File: src/assert_macros.svh
// assertion macros for the rtl top level
`ifndef ASSERT_MACROS_SVH
`define ASSERT_MACROS_SVH

// same-cycle implication, disabled in reset
`define LSQ_ASSERT_NOW(label, clk, rst, ante, cons) \
  label: assert property (@(posedge clk) disable iff (rst) (ante) |-> (cons)) \
    else $error("lsq assertion failed");

// next-cycle implication, disabled in reset
`define LSQ_ASSERT_NEXT(label, clk, rst, ante, cons) \
  label: assert property (@(posedge clk) disable iff (rst) (ante) |=> (cons)) \
    else $error("lsq assertion failed");

`endif

File: src/lsq_pkg.sv
// package with codes, widths and result type of the linear scan priority queue
package lsq_pkg;

  // default capacity in entries
  localparam int DEPTH_DEFAULT = 128;

  // field widths
  localparam int KIND_W   = 2;
  localparam int STATUS_W = 2;
  localparam int VALUE_W  = 32;
  localparam int OCC_W    = 8;

  // request kinds
  typedef enum logic [KIND_W-1:0] {
    KIND_INSERT = 2'd0,
    KIND_PEEK   = 2'd1,
    KIND_DELETE = 2'd2
  } kind_t;

  // result status codes
  localparam logic [STATUS_W-1:0] ST_OK    = 2'd0;
  localparam logic [STATUS_W-1:0] ST_FULL  = 2'd1;
  localparam logic [STATUS_W-1:0] ST_EMPTY = 2'd2;

  // one result word
  typedef struct packed {
    logic [STATUS_W-1:0]       status;
    logic signed [VALUE_W-1:0] result_value;
    logic [OCC_W-1:0]          occupancy;
  } result_t;

endpackage

File: src/lsq_channels.sv
// valid/ready channel interfaces for requests and results
interface lsq_req_if;
  import lsq_pkg::*;

  logic                      valid;
  logic                      ready;
  logic [KIND_W-1:0]         kind;
  logic signed [VALUE_W-1:0] value;

  modport source (output valid, kind, value, input ready);
  modport sink (input valid, kind, value, output ready);
endinterface

interface lsq_rsp_if;
  import lsq_pkg::*;

  logic                      valid;
  logic                      ready;
  logic [STATUS_W-1:0]       status;
  logic signed [VALUE_W-1:0] result_value;
  logic [OCC_W-1:0]          occupancy;

  modport source (output valid, status, result_value, occupancy, input ready);
  modport sink (input valid, status, result_value, occupancy, output ready);
endinterface

File: src/linear_scan_priority_queue.sv
// Top level of the linear scan min-priority queue.
// Channels: req (kind, value) in, rsp (status, result_value, occupancy) out,
// both valid/ready; a word moves at a rising edge with valid and ready high.
// Each request gives exactly one result word. One request is worked at a time:
// req.ready is high only while the sequencer is idle, and drops the cycle after
// a word is accepted.
// Insert, an unused kind or any error goes from accept straight to the
// registered result. Peek runs a scan that reads one entry per cycle from
// the single read port of the entry store, then drains the read pipeline.
// Delete runs the peek scan, then shifts the entries above pos down by one
// place, where pos is the place of the removed minimum; when the minimum was
// the last entry, the shift-down reads nothing and only lowers the count.
// The result sits in an output register, so the next request is taken while a
// finished word still waits on a stalled receiver; a second result then waits
// in the sequencer until the register frees up.
// Reset (rst, synchronous) empties the queue and clears rsp.valid. The store
// is not cleared: entries at and above the count are never read.
`include "assert_macros.svh"

module linear_scan_priority_queue #(
  parameter int DEPTH = lsq_pkg::DEPTH_DEFAULT
) (
  input logic       clk,
  input logic       rst,
  lsq_req_if.sink   req,
  lsq_rsp_if.source rsp
);
  import lsq_pkg::*;

  localparam int AW = $clog2(DEPTH);

  logic                      wr_en;
  logic [AW-1:0]             wr_addr;
  logic signed [VALUE_W-1:0] wr_data;
  logic                      rd_en;
  logic [AW-1:0]             rd_addr;
  logic signed [VALUE_W-1:0] rd_data;
  logic                      res_valid;
  logic                      res_ready;
  result_t                   res;

  // entry store
  lsq_mem #(.DEPTH(DEPTH)) u_mem (
    .clk     (clk),
    .wr_en   (wr_en),
    .wr_addr (wr_addr),
    .wr_data (wr_data),
    .rd_en   (rd_en),
    .rd_addr (rd_addr),
    .rd_data (rd_data)
  );

  // sequencer
  lsq_ctrl #(.DEPTH(DEPTH)) u_ctrl (
    .clk       (clk),
    .rst       (rst),
    .req       (req),
    .wr_en     (wr_en),
    .wr_addr   (wr_addr),
    .wr_data   (wr_data),
    .rd_en     (rd_en),
    .rd_addr   (rd_addr),
    .rd_data   (rd_data),
    .res_valid (res_valid),
    .res_ready (res_ready),
    .res       (res)
  );

  // output register
  assign res_ready = !rsp.valid || rsp.ready;

  always_ff @(posedge clk) begin
    if (rst) begin
      rsp.valid <= 1'b0;
    end else if (res_ready) begin
      rsp.valid <= res_valid;
    end
  end

  always_ff @(posedge clk) begin
    if (res_ready && res_valid) begin
      rsp.status       <= res.status;
      rsp.result_value <= res.result_value;
      rsp.occupancy    <= res.occupancy;
    end
  end

  // checks
  `LSQ_ASSERT_NOW(a_err_zero, clk, rst, rsp.valid && (rsp.status != ST_OK), rsp.result_value == '0)
  `LSQ_ASSERT_NOW(a_empty_occ, clk, rst, rsp.valid && (rsp.status == ST_EMPTY), rsp.occupancy == '0)
  `LSQ_ASSERT_NOW(a_full_occ, clk, rst, rsp.valid && (rsp.status == ST_FULL), rsp.occupancy == OCC_W'(DEPTH))
  `LSQ_ASSERT_NEXT(a_busy_after_accept, clk, rst, req.valid && req.ready, !req.ready)

endmodule

File: src/lsq_mem.sv
// entry store: one write port, one read port, registered read data
module lsq_mem #(
  parameter int DEPTH = lsq_pkg::DEPTH_DEFAULT
) (
  input  logic                               clk,
  input  logic                               wr_en,
  input  logic [$clog2(DEPTH)-1:0]           wr_addr,
  input  logic signed [lsq_pkg::VALUE_W-1:0] wr_data,
  input  logic                               rd_en,
  input  logic [$clog2(DEPTH)-1:0]           rd_addr,
  output logic signed [lsq_pkg::VALUE_W-1:0] rd_data
);
  import lsq_pkg::*;

  logic signed [VALUE_W-1:0] mem [DEPTH];

  // write port
  always_ff @(posedge clk) begin
    if (wr_en) begin
      mem[wr_addr] <= wr_data;
    end
  end

  // read port, registered read data
  always_ff @(posedge clk) begin
    if (rd_en) begin
      rd_data <= mem[rd_addr];
    end
  end

endmodule

File: src/lsq_ctrl.sv
// sequencer: insert, minimum scan and shift-down over the entry store
module lsq_ctrl #(
  parameter int DEPTH = lsq_pkg::DEPTH_DEFAULT
) (
  input  logic                               clk,
  input  logic                               rst,
  lsq_req_if.sink                            req,
  output logic                               wr_en,
  output logic [$clog2(DEPTH)-1:0]           wr_addr,
  output logic signed [lsq_pkg::VALUE_W-1:0] wr_data,
  output logic                               rd_en,
  output logic [$clog2(DEPTH)-1:0]           rd_addr,
  input  logic signed [lsq_pkg::VALUE_W-1:0] rd_data,
  output logic                               res_valid,
  input  logic                               res_ready,
  output lsq_pkg::result_t                   res
);
  import lsq_pkg::*;

  localparam int AW = $clog2(DEPTH);
  localparam int CW = $clog2(DEPTH + 1);

  typedef enum logic [1:0] {
    S_IDLE,
    S_SCAN,
    S_SHIFT,
    S_DONE
  } state_t;

  state_t                    state;
  logic [CW-1:0]             count;
  logic [CW-1:0]             ridx;
  logic                      dvalid;
  logic [AW-1:0]             didx;
  logic signed [VALUE_W-1:0] best_val;
  logic [AW-1:0]             best_pos;
  logic                      del_op;
  logic [STATUS_W-1:0]       rstat;
  logic signed [VALUE_W-1:0] rval;

  logic accept;
  logic full;

  assign req.ready = (state == S_IDLE);
  assign accept    = req.valid && req.ready;
  assign full      = (count == CW'(DEPTH));

  // store access: insert writes at the tail, shift writes one place below the read
  assign rd_en   = ((state == S_SCAN) || (state == S_SHIFT)) && (ridx < count);
  assign rd_addr = ridx[AW-1:0];
  assign wr_en   = (accept && (req.kind == KIND_INSERT) && !full) ||
                   ((state == S_SHIFT) && dvalid);
  assign wr_addr = (state == S_SHIFT) ? (didx - AW'(1)) : count[AW-1:0];
  assign wr_data = (state == S_SHIFT) ? rd_data : req.value;

  // result toward the output register
  assign res_valid        = (state == S_DONE);
  assign res.status       = rstat;
  assign res.result_value = rval;
  assign res.occupancy    = OCC_W'(count);

  // sequencer state and registered results
  always_ff @(posedge clk) begin
    if (rst) begin
      state  <= S_IDLE;
      count  <= '0;
      dvalid <= 1'b0;
    end else begin
      unique case (state)
        S_IDLE: begin
          if (accept) begin
            ridx   <= '0;
            dvalid <= 1'b0;
            del_op <= (req.kind == KIND_DELETE);
            unique case (req.kind)
              KIND_INSERT: begin
                if (full) begin
                  rstat <= ST_FULL;
                  rval  <= '0;
                end else begin
                  count <= count + CW'(1);
                  rstat <= ST_OK;
                  rval  <= req.value;
                end
                state <= S_DONE;
              end
              KIND_PEEK, KIND_DELETE: begin
                if (count == '0) begin
                  rstat <= ST_EMPTY;
                  rval  <= '0;
                  state <= S_DONE;
                end else begin
                  state <= S_SCAN;
                end
              end
              default: begin
                // unused code: no change, plain ok with zero value
                rstat <= ST_OK;
                rval  <= '0;
                state <= S_DONE;
              end
            endcase
          end
        end
        S_SCAN: begin
          dvalid <= rd_en;
          didx   <= ridx[AW-1:0];
          if (rd_en) begin
            ridx <= ridx + CW'(1);
          end
          // strict less keeps the earliest entry on a tie
          if (dvalid && ((didx == '0) || (rd_data < best_val))) begin
            best_val <= rd_data;
            best_pos <= didx;
          end
          if (!rd_en && !dvalid) begin
            rstat <= ST_OK;
            rval  <= best_val;
            if (del_op) begin
              ridx  <= CW'(best_pos) + CW'(1);
              state <= S_SHIFT;
            end else begin
              state <= S_DONE;
            end
          end
        end
        S_SHIFT: begin
          dvalid <= rd_en;
          didx   <= ridx[AW-1:0];
          if (rd_en) begin
            ridx <= ridx + CW'(1);
          end
          if (!rd_en && !dvalid) begin
            count <= count - CW'(1);
            state <= S_DONE;
          end
        end
        S_DONE: begin
          if (res_ready) begin
            state <= S_IDLE;
          end
        end
        default: begin
          state <= S_IDLE;
        end
      endcase
    end
  end

endmodule

File: src/flat_wrapper.sv
// flat-port wrapper written by rule: the top's interface ports become plain ports
module linear_scan_priority_queue_flat import lsq_pkg::*;
#(
  parameter int DEPTH = lsq_pkg::DEPTH_DEFAULT
)
  (clk, rst, req_valid, req_kind, req_value, req_ready, rsp_valid, rsp_status, rsp_result_value, rsp_occupancy, rsp_ready);
  lsq_req_if req_i ();
  lsq_rsp_if rsp_i ();
  input logic clk;
  input logic rst;
  input wire logic [$bits(req_i.valid)-1:0] req_valid;
  input wire logic [$bits(req_i.kind)-1:0] req_kind;
  input wire logic [$bits(req_i.value)-1:0] req_value;
  output wire logic [$bits(req_i.ready)-1:0] req_ready;
  output wire logic [$bits(rsp_i.valid)-1:0] rsp_valid;
  output wire logic [$bits(rsp_i.status)-1:0] rsp_status;
  output wire logic [$bits(rsp_i.result_value)-1:0] rsp_result_value;
  output wire logic [$bits(rsp_i.occupancy)-1:0] rsp_occupancy;
  input wire logic [$bits(rsp_i.ready)-1:0] rsp_ready;
  assign req_i.valid = req_valid;
  assign req_i.kind = req_kind;
  assign req_i.value = req_value;
  assign req_ready = req_i.ready;
  assign rsp_valid = rsp_i.valid;
  assign rsp_status = rsp_i.status;
  assign rsp_result_value = rsp_i.result_value;
  assign rsp_occupancy = rsp_i.occupancy;
  assign rsp_i.ready = rsp_ready;
  linear_scan_priority_queue #(.DEPTH(DEPTH)) u_core (.clk(clk), .rst(rst), .req(req_i), .rsp(rsp_i));
endmodule
File: config.mk
export PLATFORM = sky130hd
export DESIGN_NAME = linear_scan_priority_queue_flat
export DESIGN_NICKNAME = d
export VERILOG_FILES = /design/src/lsq_pkg.sv /design/src/lsq_channels.sv /design/src/linear_scan_priority_queue.sv /design/src/lsq_mem.sv /design/src/lsq_ctrl.sv /design/src/flat_wrapper.sv
export VERILOG_INCLUDE_DIRS = /design/src /design/src/src
export SDC_FILE = /design/constraint.sdc
export NUM_CORES = 2
export LEC_CHECK = 0
export BUFFER_PORTS_ARGS = -buffer_cell sky130_fd_sc_hd__buf_2
export CORE_ASPECT_RATIO = 0.6
export CORE_MARGIN = 4
export CORE_UTILIZATION = 33
export CTS_BUF_LIST = sky130_fd_sc_hd__clkbuf_8
export DETAILED_ROUTE_END_ITERATION = 12
export SYNTH_ARGS = -nofsm -noshare
export SYNTH_HDL_FRONTEND = slang
export SYNTH_SLANG_ARGS = --single-unit
File: constraint.sdc
create_clock -name clk -period 5.87 [get_ports clk]
set_input_delay 1.174 -clock clk [delete_from_list [all_inputs] [get_ports clk]]
set_output_delay 1.174 -clock clk [all_outputs]
set_load 0.03 [all_outputs]
==> key figures <==
STA
  – Hold_ws: between 400 and 500 ps
  – Final setup violation count: 0
  – Worst clock skew: around 110 ps
  – Crit path time final: between 5000 and 6000 ps
  – RSZ-0062 raised after global routing: false
  – Max_slew headroom: roughly 6.5%
  – Final Cycle Share: just over 90%
  – Final Hold Fails: 0
  – Slew Limit Fails: 0
  – FMAX: ~180 MHz
  – Worst-margin pin slew: 1399 ps
  – Setup TNS: 0 ps

Global routing
  – Total GRT Usage: 18.31%
  – Remaining global-route overflow: 0
  – First-pass GRT wire length: 661.4 mm
  – Largest net degree at the start of global routing: around 130
  – Initial antenna violation count: approximately 50
  – Vias in the first global route: around 80000

Finish
  – Most common library cell in the layout ignoring fill and taps: edfxtp_1
  – Final core area utilization: between 30 and 40%
  – Nets: 7878
  – Most frequent cells in the layout: edfxtp_1, mux4_2, clkbuf_8
  – Filler cell count: 44215
  – Share of layout cells above drive strength 1: 30.31%
  – Layout area overhead: 13.20%
  – Post-route cell area: 186500 um^2

Critical path
  – Critical path class: reg2reg
  – CP required: 6640 ps
  – Startpoint types: flop
  – Crit path max fanout: 28
  – CP Capture Type: flop
  – WP data arrival: 6190 ps

Flow run
  – Max_cap viols: 0

Placed design
  – Placed cell areas: between 150000 and 200000 um^2
  – GPL Wtd Cong: ~0.90
  – Post-DP HPWL: 289.1 mm
  – Port Buffer Count: 81

Floorplanning
  – # rows: 200
  – Floorplan Core Area: approximately 500000 um^2
  – # IOs: 82
  – Starting Density: between 30% and 40%
  – Chip height: about 560 um
  – Die width: roughly 900 um
  – Total die area: 511000 um^2

Synth
  – Flops & latches, synth: 4271
  – Async SR Flop Fraction: 0%
  – Yosys cell types: 64
  – Post-synthesis sequential area ratio: 77.77%
  – Mapped Cells: slightly above 7000
  – Post-synth EDFFs: 4259
  – Net count after synthesis: around 7200
  – Post-synth top flop: edfxtp_1
  – Cell area after synthesis: 164700 um^2
  – Avg Cell Area, Syn: between 20 and 25 um^2
  – Yosys warning count: 0

Power and ir drop
  – VDD IR max: approximately 0.39 mV
  – P_leak: 57.52 nW
  – Pwr Total: slightly below 80 mW
  – P per Cell Area: approximately 420 nW/um^2

Routing
  – WL/cell: 32.40 um
  – Via count: a little over 80000
  – Drt first-iter violations: around 14000
  – Routed WL: roughly 480 mm
  – DR vias/cell: 5.553
  – Post-DRT Antenna Nets: 0
  – First drt pass iteration count: 6
  – DRC Markers: 0

CTS
  – Clock Tree Buf Depth: 4
  – CTS tree: built
  – Clock Pin Slew Worst Setup and Hold Paths: around 70 ps
  – Htree depth: 6
  – Hold_buf cts: 0
  – Worst skew pair latency: about 1100 ps
  – Postcts setup bufs: 0
  – CTS Sinks: 4271
  – Cts repair resizes: 0
  – Clock root buffer: clkbuf_8
  – Total CTS buffers: 580

Worst hold path
  – Hold Path Class: in2reg

Run status
  – Status: complete, no violations
synth_stat cells, types with 19 or more instances:
cell type	count	area, um^2
clkbuf_1	138	518.0
ha_1	54	675.7
nor2_1	195	732.0
buf_6	34	382.9
a221oi_1	19	166.4
mux4_2	1137	25610
and3_1	21	131.4
buf_4	58	435.4
nand3_1	22	110.1
buf_2	110	550.5
o22ai_1	73	456.7
a22o_1	35	306.5
a211oi_1	31	232.7
buf_1	41	153.9
nand2_1	193	724.4
a21oi_1	79	395.4
o21ai_0	30	150.1
edfxtp_1	4259	127900
mux2_2	40	450.4
inv_1	49	183.9
mux2i_1	221	2212
nor3_1	40	200.2
stage by stage:
stage,std cells,setup WS [ps]
4_1_cts,14849,648.7
2_1_floorplan,7136,477.1
5_1_grt,14849,335.6
3_5_place_dp,13869,697.8
3_3_place_gp,13867,748.3
6_report,14871,448.8
critical path, cell delays in order (launching register included):
cell,delay (ps)
edfxtp_1,1170
buf_4,680
buf_4,430
mux4_2,560
mux4_2,580
a22oi_1,1000
nand3_1,260
nand2_1,260
o21ai_1,100
registers in the layout (all words and copies together) (netlist names):
register,flops
u_core.rsp.occupancy,8
u_core.u_ctrl.del_op,1
u_core.u_ctrl.state,2
u_core.rsp.valid,1
u_core.u_ctrl.rval,32
u_core.u_mem.rd_data,32
u_core.rsp.result_value,32
u_core.u_ctrl.count,8
u_core.u_mem.mem,4096
u_core.u_ctrl.didx,7
u_core.u_ctrl.best_pos,7
u_core.u_ctrl.rstat,2
u_core.rsp.status,2
u_core.u_ctrl.ridx,8
u_core.u_ctrl.best_val,32
u_core.u_ctrl.dvalid,1
cell families (layout without fill, tap and decap cells):
group	count (synthesis)	count (layout)	share of synthesized area [%]
AO/OA/AOI/OAI	409	409	1.713
XOR/XNOR	25	25	0.1329
adder cells (fa/ha/maj)	55	55	0.4223
buffers and inverters	433	1480	1.359
flip-flops	4271	4271	77.77
multiplexers	1398	1398	17.16
other	0	22	0
AND/OR/NAND/NOR	545	545	1.439
worst paths after layout:
path	startpoint	endpoint	slack (ps)	cells after the start
hold reg to reg	u_core.u_ctrl.rval[17]	u_core.rsp.result_value[17]	420	0
hold / removal	req_value[13]	u_core.u_ctrl.rval[13]	410	2
setup reg to reg	u_core.u_ctrl.ridx[0]	u_core.u_mem.rd_data[16]	450	8
setup / recovery	u_core.u_ctrl.ridx[0]	u_core.u_mem.rd_data[16]	450	8
area by class of cell:
class                           count  area (um^2)  area share (%)
Sequential cell                  4271       128100           68.71
Multi-Input combinational cell   2432        35600           19.09
Tap cell                         6666         8341           4.472
Clock buffer                      597         8217           4.406
Timing Repair Buffer              449         4039           2.166
Clock inverter                    383         1908           1.023
Inverter                           51        201.4          0.1080
Antenna cell                       22        55.05         0.02952
metal layers:
layer,routed length (um),up-vias,track usage (%)
li1,-,31692,-
met1,202300,44550,27.82
met2,192600,5633,23.93
met3,75390,685,7.933
met4,11420,18,4.278
met5,111,-,0
where the power goes:
part | total, mW | internal (mW) | switching (mW)
sequential | 37.2 | 36.7 | 0.470
clock | 21.1 | 9.81 | 11.3
combinational | 20.7 | 6.62 | 14.0
total | 78.9 | 53.1 | 25.8
Power figures use the tool's default switching activity.
